### src/sv/vnte_pkg.sv
package vnte_pkg;

    // Result kinds carried on the master-side tuser.
    localparam logic [1:0] K_TOKEN = 2'd0;
    localparam logic [1:0] K_DONE  = 2'd1;
    localparam logic [1:0] K_ERROR = 2'd2;
    localparam logic [1:0] K_REST  = 2'd3;

    // Characters with a fixed meaning.
    localparam logic [7:0] CH_ESC   = 8'h5C;
    localparam logic [7:0] CH_LPAR  = 8'h28;
    localparam logic [7:0] CH_RPAR  = 8'h29;
    localparam logic [7:0] CH_SPACE = 8'h20;

    // Register indexes (byte address divided by four).
    localparam logic [1:0] REG_OPEN_SEP  = 2'd0;
    localparam logic [1:0] REG_CLOSE_SEP = 2'd1;
    localparam logic [1:0] REG_MAX_LEN   = 2'd2;

    // Register reset values.
    localparam logic [7:0]  OPEN_SEP_RST  = 8'd91;
    localparam logic [7:0]  CLOSE_SEP_RST = 8'd93;
    localparam logic [15:0] MAX_LEN_RST   = 16'd0;

endpackage

### src/sv/validated_nested_token_extractor.sv
// Nested token extractor with bracket validation.
// The slave-side stream takes one string character per beat in s_tdata[7:0], with
// s_tlast marking the final character of a string. Leading spaces are skipped and
// one optional open separator is consumed, then the token is read with one level
// open. Parentheses and the configured separators nest on a bit stack of up to
// MAX_NEST levels, and a backslash escapes the next character.
// The master-side stream carries at most one result per input beat: m_tuser holds
// the kind (token character, closed ok, error, remainder character), m_tdata holds
// the character and the count of held-back spaces to insert before it.
// The APB port sets the open separator, the close separator and the token length
// limit; write it only while the block is idle: the block does not enforce this.
// A beat is taken into an input register and processed from there; its result
// is registered into the result register when the item advances, which a stall
// of the receiver can hold back. One beat is accepted in every cycle while the
// receiver does not stall; the only loop is the update of the parse state.
// When the receiver stalls, the result register holds its beat and the input
// register fills; s_tready drops only when both are occupied.
// Reset clears the parse state to the start of a string, empties both registers
// and restores the register defaults.
module validated_nested_token_extractor
    import vnte_pkg::*;
#(
    parameter int MAX_NEST = 64
)
(
    input  logic        clk,
    input  logic        rst_n,
    // Slave side: tdata = ch[7:0].
    input  logic        s_tvalid,
    output logic        s_tready,
    input  logic [7:0]  s_tdata,
    input  logic        s_tlast,
    // Master side: tdata = out_char[7:0], lead_spaces[15:8]; tuser = kind[1:0].
    output logic        m_tvalid,
    input  logic        m_tready,
    output logic [15:0] m_tdata,
    output logic [1:0]  m_tuser,
    // Configuration port.
    input  logic        psel,
    input  logic        penable,
    input  logic        pwrite,
    input  logic [3:0]  paddr,
    input  logic [31:0] pwdata,
    output logic [31:0] prdata,
    output logic        pready
);

    localparam int DEPTH_W = $clog2(MAX_NEST + 2);

    typedef enum logic [1:0] {
        PH_LEAD,
        PH_TOKEN,
        PH_REST_SKIP,
        PH_REST
    } phase_t;

    // Configuration registers.
    logic [7:0]  open_sep_reg;
    logic [7:0]  close_sep_reg;
    logic [15:0] max_len_reg;
    logic        cfg_wr;

    // Input register.
    logic        in_valid_reg;
    logic [7:0]  in_ch_reg;
    logic        in_last_reg;
    logic        advance;

    // Parse state.
    phase_t              phase_reg,   phase_next;
    logic [DEPTH_W-1:0]  depth_reg,   depth_next;
    logic [MAX_NEST-1:0] stack_reg,   stack_next;
    logic                esc_reg,     esc_next;
    logic [7:0]          held_reg,    held_next;
    logic [15:0]         emitted_reg, emitted_next;

    // Result register.
    logic        out_valid_reg;
    logic [1:0]  out_kind_reg;
    logic [7:0]  out_char_reg;
    logic [7:0]  out_lead_reg;

    // Result of the current item.
    logic        res_valid;
    logic [1:0]  res_kind;
    logic [7:0]  res_char;
    logic [7:0]  res_lead;

    // Bracket classification of the current character.
    logic                is_lpar, is_rpar, is_open, is_close;
    logic                push, pop, mismatch, overflow, tok_fail;
    logic [DEPTH_W-1:0]  depth_inc, depth_upd;
    logic [MAX_NEST-1:0] stack_upd;
    logic                esc_new;
    logic                run_token;

    // Delivery of token characters with held spaces and truncation.
    logic        is_space;
    logic [7:0]  held_inc;
    logic        budget_on, budget_full, lead_fills;
    logic [15:0] rem, rem_m1;
    logic [16:0] emit_sum;
    logic [15:0] emit_sat;

    assign pready = 1'b1;
    assign cfg_wr = psel && penable && pwrite && pready;

    always_comb
    begin
        case (paddr[3:2])
            REG_OPEN_SEP:  prdata = {24'd0, open_sep_reg};
            REG_CLOSE_SEP: prdata = {24'd0, close_sep_reg};
            REG_MAX_LEN:   prdata = {16'd0, max_len_reg};
            default:       prdata = 32'd0;
        endcase
    end

    // An item moves on when the result register is free or is being drained.
    assign advance  = in_valid_reg && (!out_valid_reg || m_tready);
    assign s_tready = !in_valid_reg || advance;

    assign m_tvalid = out_valid_reg;
    assign m_tdata  = {out_lead_reg, out_char_reg};
    assign m_tuser  = out_kind_reg;

    // The escape flag masks all four bracket tests; the tests are ordered, so a
    // separator that equals a parenthesis acts as the parenthesis.
    assign is_lpar  = !esc_reg && (in_ch_reg == CH_LPAR);
    assign is_rpar  = !esc_reg && !is_lpar && (in_ch_reg == CH_RPAR);
    assign is_open  = !esc_reg && !is_lpar && !is_rpar && (in_ch_reg == open_sep_reg);
    assign is_close = !esc_reg && !is_lpar && !is_rpar && !is_open
                      && (in_ch_reg == close_sep_reg);

    assign push      = is_lpar || is_open;
    assign pop       = is_rpar || is_close;
    assign mismatch  = (is_rpar && stack_reg[0]) || (is_close && !stack_reg[0]);
    assign depth_inc = depth_reg + DEPTH_W'(1);
    assign overflow  = push && (depth_inc > DEPTH_W'(MAX_NEST));
    assign tok_fail  = mismatch || overflow;

    always_comb
    begin
        if (push)
        begin
            depth_upd = depth_inc;
            stack_upd = {stack_reg[MAX_NEST-2:0], is_open};
        end
        else if (pop && !mismatch)
        begin
            depth_upd = depth_reg - DEPTH_W'(1);
            stack_upd = stack_reg >> 1;
        end
        else
        begin
            depth_upd = depth_reg;
            stack_upd = stack_reg;
        end
    end

    assign esc_new = (in_ch_reg == CH_ESC) && !esc_reg;

    assign is_space    = (in_ch_reg == CH_SPACE);
    assign held_inc    = (held_reg == 8'hFF) ? held_reg : held_reg + 8'd1;
    assign budget_on   = (max_len_reg != 16'd0);
    assign budget_full = (emitted_reg >= max_len_reg);
    assign rem         = max_len_reg - emitted_reg;
    assign rem_m1      = rem - 16'd1;
    assign lead_fills  = ({8'd0, held_reg} >= rem);
    assign emit_sum    = {1'b0, emitted_reg} + {9'd0, held_reg} + 17'd1;
    assign emit_sat    = emit_sum[16] ? 16'hFFFF : emit_sum[15:0];

    always_comb
    begin
        phase_next   = phase_reg;
        depth_next   = depth_reg;
        stack_next   = stack_reg;
        esc_next     = esc_reg;
        held_next    = held_reg;
        emitted_next = emitted_reg;
        res_valid    = 1'b0;
        res_kind     = K_TOKEN;
        res_char     = 8'd0;
        res_lead     = 8'd0;
        run_token    = 1'b0;

        case (phase_reg)
            PH_LEAD:
            begin
                // The first non-space character starts the token; an open
                // separator here is the outer level, which is already open.
                if (!is_space)
                begin
                    phase_next = PH_TOKEN;
                    run_token  = (in_ch_reg != open_sep_reg);
                end
            end
            PH_TOKEN:
            begin
                run_token = 1'b1;
            end
            PH_REST_SKIP:
            begin
                if (!is_space)
                begin
                    phase_next = PH_REST;
                    res_valid  = 1'b1;
                    res_kind   = K_REST;
                    res_char   = in_ch_reg;
                end
            end
            PH_REST:
            begin
                // A nonzero depth here means an error was seen: discard.
                if (depth_reg == '0)
                begin
                    res_valid = 1'b1;
                    res_kind  = K_REST;
                    res_char  = in_ch_reg;
                end
            end
            default:
            begin
                phase_next = phase_reg;
            end
        endcase

        if (run_token)
        begin
            depth_next = depth_upd;
            stack_next = stack_upd;
            if (tok_fail)
            begin
                phase_next = PH_REST;
                res_valid  = 1'b1;
                res_kind   = K_ERROR;
            end
            else
            begin
                esc_next = esc_new;
                if (depth_upd == '0)
                begin
                    // The outer level closed: the token is complete and any
                    // trailing spaces are dropped.
                    phase_next = PH_REST_SKIP;
                    held_next  = 8'd0;
                    res_valid  = 1'b1;
                    res_kind   = K_DONE;
                end
                else if (!esc_new)
                begin
                    if (is_space)
                    begin
                        held_next = held_inc;
                    end
                    else
                    begin
                        held_next = 8'd0;
                        if (budget_on && budget_full)
                        begin
                            res_valid = 1'b0;
                        end
                        else if (budget_on && lead_fills)
                        begin
                            // The held spaces use up the rest of the budget.
                            emitted_next = max_len_reg;
                            res_valid    = 1'b1;
                            res_kind     = K_TOKEN;
                            res_char     = CH_SPACE;
                            res_lead     = rem_m1[7:0];
                        end
                        else
                        begin
                            emitted_next = emit_sat;
                            res_valid    = 1'b1;
                            res_kind     = K_TOKEN;
                            res_char     = in_ch_reg;
                            res_lead     = held_reg;
                        end
                    end
                end
            end
        end

        if (in_last_reg)
        begin
            // A string that ends with the token still open is an error, which
            // replaces any other result of this character.
            if (phase_next == PH_LEAD || phase_next == PH_TOKEN)
            begin
                res_valid = 1'b1;
                res_kind  = K_ERROR;
                res_char  = 8'd0;
                res_lead  = 8'd0;
            end
            phase_next   = PH_LEAD;
            depth_next   = DEPTH_W'(1);
            stack_next   = MAX_NEST'(1);
            esc_next     = 1'b0;
            held_next    = 8'd0;
            emitted_next = 16'd0;
        end
    end

    always_ff @(posedge clk or negedge rst_n)
    begin
        if (!rst_n)
        begin
            open_sep_reg  <= OPEN_SEP_RST;
            close_sep_reg <= CLOSE_SEP_RST;
            max_len_reg   <= MAX_LEN_RST;
            in_valid_reg  <= 1'b0;
            in_ch_reg     <= 8'd0;
            in_last_reg   <= 1'b0;
            phase_reg     <= PH_LEAD;
            depth_reg     <= DEPTH_W'(1);
            stack_reg     <= MAX_NEST'(1);
            esc_reg       <= 1'b0;
            held_reg      <= 8'd0;
            emitted_reg   <= 16'd0;
            out_valid_reg <= 1'b0;
            out_kind_reg  <= K_TOKEN;
            out_char_reg  <= 8'd0;
            out_lead_reg  <= 8'd0;
        end
        else
        begin
            if (cfg_wr)
            begin
                case (paddr[3:2])
                    REG_OPEN_SEP:  open_sep_reg  <= pwdata[7:0];
                    REG_CLOSE_SEP: close_sep_reg <= pwdata[7:0];
                    REG_MAX_LEN:   max_len_reg   <= pwdata[15:0];
                    default:       max_len_reg   <= max_len_reg;
                endcase
            end

            if (s_tvalid && s_tready)
            begin
                in_valid_reg <= 1'b1;
                in_ch_reg    <= s_tdata;
                in_last_reg  <= s_tlast;
            end
            else if (advance)
            begin
                in_valid_reg <= 1'b0;
            end

            if (advance)
            begin
                phase_reg     <= phase_next;
                depth_reg     <= depth_next;
                stack_reg     <= stack_next;
                esc_reg       <= esc_next;
                held_reg      <= held_next;
                emitted_reg   <= emitted_next;
                out_valid_reg <= res_valid;
                out_kind_reg  <= res_kind;
                out_char_reg  <= res_char;
                out_lead_reg  <= res_lead;
            end
            else if (m_tready)
            begin
                out_valid_reg <= 1'b0;
            end
        end
    end

endmodule

### config.mk
export PLATFORM = sky130hd
export DESIGN_NAME = validated_nested_token_extractor
export DESIGN_NICKNAME = d
export VERILOG_FILES = /design/src/sv/vnte_pkg.sv /design/src/sv/validated_nested_token_extractor.sv
export SDC_FILE = /design/constraint.sdc
export NUM_CORES = 1
export LEC_CHECK = 0
export BUFFER_PORTS_ARGS = -buffer_cell sky130_fd_sc_hd__buf_2
export CELL_PAD_IN_SITES_DETAIL_PLACEMENT = 0
export CELL_PAD_IN_SITES_GLOBAL_PLACEMENT = 2
export CORE_UTILIZATION = 41
export CTS_CLUSTER_SIZE = 12
export DETAILED_ROUTE_END_ITERATION = 12
export PLACE_DENSITY_LB_ADDON = 0.1
export SYNTH_ARGS = -nofsm -noshare
export SYNTH_HDL_FRONTEND = slang
export SYNTH_SLANG_ARGS = --single-unit
export TNS_END_PERCENT = 50
### constraint.sdc
create_clock -name clk -period 8.49 [get_ports clk]
set_clock_uncertainty 0.2 [all_clocks]
set_input_delay 0.4245 -clock clk [delete_from_list [all_inputs] [get_ports clk]]
set_output_delay 0.4245 -clock clk [all_outputs]
set_load 0.03 [all_outputs]
=== Word-level counts from Yosys, hierarchy flattened ===
Cells that the tools add are included.
Widths: inputs -> output; s select.

* Add/subtract/negate cells: 7
* Magnitude comparators: 3
* Eq/ne operators: 21
* Muxes and demuxes: 84
* Reductions and logical operators: 51

{| class="wikitable"
|+ Operators with widths
! kind !! number
|-
| $mux 64 || 4
|-
| $mux 8 || 27
|-
| $mux 16 || 9
|-
| $pmux 16 s3 || 1
|-
| $mux 2 || 16
|-
| $mux 7 || 4
|-
| $eq 8x6->1 const B || 3
|-
| $logic_and 1x1->1 || 18
|-
| $mux 1 || 18
|-
| $add 16x8->17 || 1
|-
| $add 17x1->17 const B || 1
|-
| $eq 8x8->1 || 2
|-
| $ge 16x16->1 || 1
|-
| $ge 8x16->1 || 1
|-
| $pmux 8 s2 || 1
|-
| $reduce_bool 16->1 || 1
|-
| $sub 16x16->16 || 1
|-
| $logic_not 7->1 || 2
|-
| $ne 2x2->1 const B || 5
|-
| $add 8x1->8 const B || 1
|-
| $eq 8x7->1 const B || 1
|-
| $eq 8x8->1 const B || 1
|-
| $logic_not 1->1 || 8
|-
| $ne 8x8->1 || 1
|-
| 18 further kinds || 38
|}

* Bits in registers: 159
* Input port bits: 52
* Output and inout port bits: 53
* Logic and storage cells: 182

=== Depth between registers and ports, before layout ===
* Depth after elaboration: 26
* Depth in mapped cells: 18
* Gate-level depth less buffers: 17

=== Least setup slack after synthesis ===
No wires, ideal clock.

* Path type: register to register
* From: register max_len_reg[0]
* To: register emitted_reg[15]
* Library setup time: 121 ps
* Arrival: 3,670 ps
* Data required time: 8,169 ps
* Setup slack: 4,499 ps
* Stages on the path, launching flop included: 19
* Buffers on the path: 1
* Period minus slack after synthesis: 3,991 ps
* Path through: dfrtp_1 -> inv_1 -> ha_1 -> inv_1 -> fa_1 -> a21o_1 -> a21oi_1 -> xnor2_1 -> inv_1 -> ha_1 -> a21oi_1 -> o21ai_0 -> maj3_1 -> a211o_1 -> o2111ai_1 -> clkbuf_1 -> o31a_1 -> nor2_1 -> o22a_1

* Longest elaborated chain between the ends: 11
* Elaborated cells between the ends (all ways): 16
* Classes of those cells: add/sub (1); order compare (2); eq/ne (1); mux (8); reduce/logical (4)

{| class="wikitable"
|+ RTL lines
! item !! RTL line !! text
|-
| start, declared || validated_nested_token_extractor.sv:60 || <nowiki>logic [15:0] max_len_reg;</nowiki>
|-
| start signal, assigned || validated_nested_token_extractor.sv:332 || <nowiki>REG_MAX_LEN: max_len_reg <= pwdata[15:0];</nowiki>
|-
| start signal, assigned || validated_nested_token_extractor.sv:333 || <nowiki>default: max_len_reg <= max_len_reg;</nowiki>
|-
| $sub 16x16->16 || validated_nested_token_extractor.sv:166 || <nowiki>assign rem = max_len_reg - emitted_reg;</nowiki>
|-
| $ge 8x16->1 || validated_nested_token_extractor.sv:168 || <nowiki>assign lead_fills = ({8'd0, held_reg} >= rem);</nowiki>
|-
| $logic_and 1x1->1 || validated_nested_token_extractor.sv:262 || <nowiki>else if (budget_on && lead_fills)</nowiki>
|-
| $mux 16 || validated_nested_token_extractor.sv:262 ||
|-
| $mux 16 || validated_nested_token_extractor.sv:258 || <nowiki>if (budget_on && budget_full)</nowiki>
|-
| $mux 16 || validated_nested_token_extractor.sv:251 || <nowiki>if (is_space)</nowiki>
|-
| $mux 16 || validated_nested_token_extractor.sv:249 || <nowiki>else if (!esc_new)</nowiki>
|-
| $mux 16 || validated_nested_token_extractor.sv:240 || <nowiki>if (depth_upd == '0)</nowiki>
|-
| $mux 16 || validated_nested_token_extractor.sv:231 || <nowiki>if (tok_fail)</nowiki>
|-
| $mux 16 || validated_nested_token_extractor.sv:227 || <nowiki>if (run_token)</nowiki>
|-
| $mux 16 || validated_nested_token_extractor.sv:284 || <nowiki>if (in_last_reg)</nowiki>
|-
| end signal, assigned || validated_nested_token_extractor.sv:355 || <nowiki>emitted_reg <= emitted_next;</nowiki>
|-
| end, declared || validated_nested_token_extractor.sv:75 || <nowiki>logic [15:0] emitted_reg, emitted_next;</nowiki>
|}

Several ways; a longest one is shown, not always the timed one. The select of a mux whose other input is x is not followed.
A chain may end at the register's enable or synchronous reset.

=== Worst setup path after layout ===
* From: register in_ch_reg[7]
* To: register out_char_reg[5]

* Longest elaborated chain between the ends: 25
* Elaborated cells between the ends (all ways): 51
* Classes of those cells: eq/ne (8); mux (20); reduce/logical (23)

{| class="wikitable"
|+ RTL lines
! item !! RTL line !! text
|-
| start, declared || validated_nested_token_extractor.sv:65 || <nowiki>logic [7:0] in_ch_reg;</nowiki>
|-
| start signal, assigned || validated_nested_token_extractor.sv:340 || <nowiki>in_ch_reg <= s_tdata;</nowiki>
|-
| $eq 8x6->1 || validated_nested_token_extractor.sv:128 || <nowiki>assign is_lpar = !esc_reg && (in_ch_reg == CH_LPAR);</nowiki>
|-
| $logic_and 1x1->1 || validated_nested_token_extractor.sv:128 ||
|-
| $logic_not 1->1 || validated_nested_token_extractor.sv:129, validated_nested_token_extractor.sv:130, validated_nested_token_extractor.sv:131 ||
|-
| $logic_and 1x1->1 || validated_nested_token_extractor.sv:129, validated_nested_token_extractor.sv:130, validated_nested_token_extractor.sv:131 ||
|-
| $logic_and 1x1->1 || validated_nested_token_extractor.sv:129 || <nowiki>assign is_rpar = !esc_reg && !is_lpar && (in_ch_reg == CH_RPAR);</nowiki>
|-
| $logic_not 1->1 || validated_nested_token_extractor.sv:130, validated_nested_token_extractor.sv:131 ||
|-
| $logic_and 1x1->1 || validated_nested_token_extractor.sv:130, validated_nested_token_extractor.sv:131 ||
|-
| $logic_and 1x1->1 || validated_nested_token_extractor.sv:130 || <nowiki>assign is_open = !esc_reg && !is_lpar && !is_rpar && (in_ch_reg == open_sep_reg);</nowiki>
|-
| (+9 left out) || n/a ||
|-
| $logic_not 7->1 || validated_nested_token_extractor.sv:240 ||
|-
| $mux 2 || validated_nested_token_extractor.sv:240 ||
|-
| $mux 2 || validated_nested_token_extractor.sv:231 ||
|-
| $mux 2 || validated_nested_token_extractor.sv:227 ||
|-
| $eq 2x1->1 / $logic_not 2->1 (equally long branches) || validated_nested_token_extractor.sv:288 || <nowiki>if (phase_next == PH_LEAD || phase_next == PH_TOKEN)</nowiki>
|-
| $logic_or 1x1->1 || validated_nested_token_extractor.sv:288 ||
|-
| $mux 8 || validated_nested_token_extractor.sv:288 ||
|-
| $mux 8 * || validated_nested_token_extractor.sv:284 ||
|-
| end signal, assigned || validated_nested_token_extractor.sv:358 || <nowiki>out_char_reg <= res_char;</nowiki>
|-
| end, declared || validated_nested_token_extractor.sv:80 || <nowiki>logic [7:0] out_char_reg;</nowiki>
|}

Mark *: on every way between the ends. The rest lies on a longest branch, timed or not.

==> impl_metrics.tcl <==
set metrics [dict create \
    drtPass1Iterations 5 \
    cp.required_ps 8550 \
    drt_wl_total_mm 25.5 \
    fin_tns_setup_ps 0 \
    die-area_mm2 0.0249 \
    place_area_mm2 0.0105 \
    grt_max_degree 115 \
    place.gp.congestion 0.816 \
    nets 1178 \
    end_kind "register" \
    slew_viol_final 0 \
    tightestPinTransition_ps 1060 \
    synth_top_area_share_pct 36.9 \
    async_flop_share_pct 100 \
    syn_area_per_cell_um2 9.52 \
    yosys-top-cells-count "dfrtp_1, nand2_1, mux2i_1, o31ai_1, nor2_1" \
    status "completed" \
    cts-root-buf "clkbuf_16" \
    largest_reg_flops 64 \
    hpwl_mm 18.0 \
    area_growth_pct 12.0 \
    drive_gt1_share_pct 16.7 \
    max_freq_mhz 187 \
    criticalPathCategory "reg2reg" \
    drt-wirelength-per-cell_um 17.9 \
    initialDrtViolationCount 402 \
    place.port_buffers 69 \
    overflow 0 \
    p_per_area_mw_per_mm2 237 \
    syn_area_mm2 0.00996 \
    synth_edf_count 0 \
    rsz0062_at_grt "no" \
    fp.dieW_um 158 \
    numCtsBuffers 17 \
    ant_nets 0 \
    startpoint_type "register" \
    synth_flop_cell "dfrtp_1" \
    antenna_found_initial 4 \
    synth_cell_types 74 \
    arrival_ps 5410 \
    hold_path.class "in2reg" \
    die_y_um 158 \
    insertion_delay_ps 430 \
    cp_max_fo 64 \
    ir_drop_uv 138 \
    drv_cap 0 \
    whs_path_depth 2 \
    whs_endpoint "max_len_reg[10]$_DFFE_PN0P_" \
    grt_pass1_vias 7451 \
    r2r_start "in_ch_reg[7]$_DFFE_PN0P_" \
    num_io_pins 105 \
    yosys.area.top_type "dfrtp_1" \
    syn_inst 1047 \
    cts_setup_buffers 0 \
    fin_crit_sh_pct 63.0 \
    stdcell_area_mm2 0.0112 \
    clockBufferDepth 2 \
    maxSlewHeadroom_pct 29.6 \
    r2r_end "out_char_reg[5]$_DFFE_PN0P_" \
    setup_viol 0 \
    grtUsageTotal_pct 21.6 \
    drc 0 \
    cts_tree "yes" \
    startpoint "in_ch_reg[7]$_DFFE_PN0P_" \
    htree_levels 4 \
    path_clk_slew_ps 70 \
    dr_total_vias 7772 \
    clkSinkCount 159 \
    hp-start "pwdata[10]" \
    p_leak_nw 4.72 \
    reg2reg_depth 12 \
    synth_area_leaders "dfrtp_1, mux2i_1, o31ai_1" \
    place_inst 1385 \
    yosysMostFrequentCell "dfrtp_1" \
    ys_seq_area_share_pct 40.1 \
    r2r_slack_ps 3140 \
    coreArea_mm2 0.0237 \
    start_util_pct 42.1 \
    finalHoldViolCount 0 \
    ys_ff_latch 159 \
    via_per_inst 5.46 \
    layout_min_cycle_time_ps 5350 \
    final_cells 1423 \
    yosys_warnings 0 \
    rows 56 \
    grt_pass1_wl_mm 41.4 \
]
## timing repair
action                    4_1_cts  5_1_grt
hold buffers                    4        0
hold endpoints to repair       64        0
resized for setup               0        0
## area by class of cell
cell class | count | area [um2]
Tap cell | 319 | 399
Sequential cell | 159 | 4000
Inverter | 35 | 131
Fill cell | 2382 | 12500
Antenna cell | 2 | 5.00
Clock inverter | 14 | 161
Clock buffer | 18 | 429
Multi-Input combinational cell | 792 | 5560
Timing Repair Buffer | 84 | 474
## worst max-delay path: stages, from the launching register on
cell	delay, ps
dfrtp_1	480
xor2_1	190
nor4_2	430
nand3_1	310
nand2_4	120
buf_4	740
mux2_2	340
a22oi_1	70
or4_1	750
a211oi_4	260
buf_4	320
or2_1	730
o221ai_1	190
## cells by family after synthesis
logic type                 count (synthesis)  synth area share (%)
AOI/OAI and AO/OA                        258                  18.1
xor gates and xnor gates                  40                  3.52
adders and majority gates                 38                  4.90
buffers and inverters                    111                  5.10
DFF                                      159                  40.1
muxes                                    120                  12.6
other                                      2                0.0754
and+or+nand+nor                          319                  15.6
## cells in the final DEF, fill, tap and decap left out, types with 11 or more instances in the layout
| cell type | n |
|---|---|
| nand3_1 | 22 |
| and2_1 | 14 |
| clkbuf_16 | 17 |
| dfstp_2 | 12 |
| o31ai_1 | 70 |
| nand2b_1 | 11 |
| xnor2_1 | 18 |
| buf_2 | 68 |
| a21oi_1 | 42 |
| conb_1 | 17 |
| nand2_1 | 133 |
| o21ai_0 | 39 |
| o21ai_1 | 13 |
| mux2i_1 | 77 |
| buf_4 | 11 |
| and3_1 | 13 |
| dfrtp_1 | 146 |
| nor4_1 | 11 |
| ha_1 | 35 |
| nor2b_1 | 11 |
| xor2_1 | 22 |
| mux2_2 | 43 |
| inv_1 | 35 |
| nor2_1 | 57 |
## power by group
| group | total [W] | internal [W] | switching (W) |
|---|---|---|---|
| logic | 0.000925 | 0.000345 | 0.000580 |
| registers | 0.000950 | 0.000843 | 0.000107 |
| clock network | 0.000769 | 0.000397 | 0.000373 |
## through the flow
stage               power [W]  util (%)  hold slack, ps  worst slack, ps
floorplan             0.00164         -           -71.1             4500
global placement      0.00189      44.4             248             3100
detailed placement    0.00190      44.4             242             3080
CTS                   0.00268      47.1            9.66             3080
global route          0.00281      47.1            14.0             2750
finish                0.00264      47.1            26.9             3140
## metal layers
metal | vias up | routed length (um) | GRT usage (%)
met3 | 18 | 1010 | 4.08
li1 | 3859 | - | -
met4 | 4 | 206 | 5.55
met1 | 3749 | 13200 | 31.8
met2 | 142 | 11000 | 32.2
met5 | - | 23 | 0
## how the worst max path moves through the flow
| stage | to | slack (ps) |
|---|---|---|
| 6_report | out_char_reg[5]$_DFFE_PN0P_ | 3140 |
| 5_1_grt | out_char_reg[5]$_DFFE_PN0P_ | 2750 |
| 4_1_cts | out_char_reg[5]$_DFFE_PN0P_ | 3080 |
| 3_5_place_dp | out_char_reg[5]$_DFFE_PN0P_ | 3080 |
| 3_3_place_gp | out_char_reg[5]$_DFFE_PN0P_ | 3100 |
| 2_1_floorplan | emitted_reg[15]$_DFFE_PN0P_ | 4500 |
No activity file was read; power rests on OpenSTA's default activity.
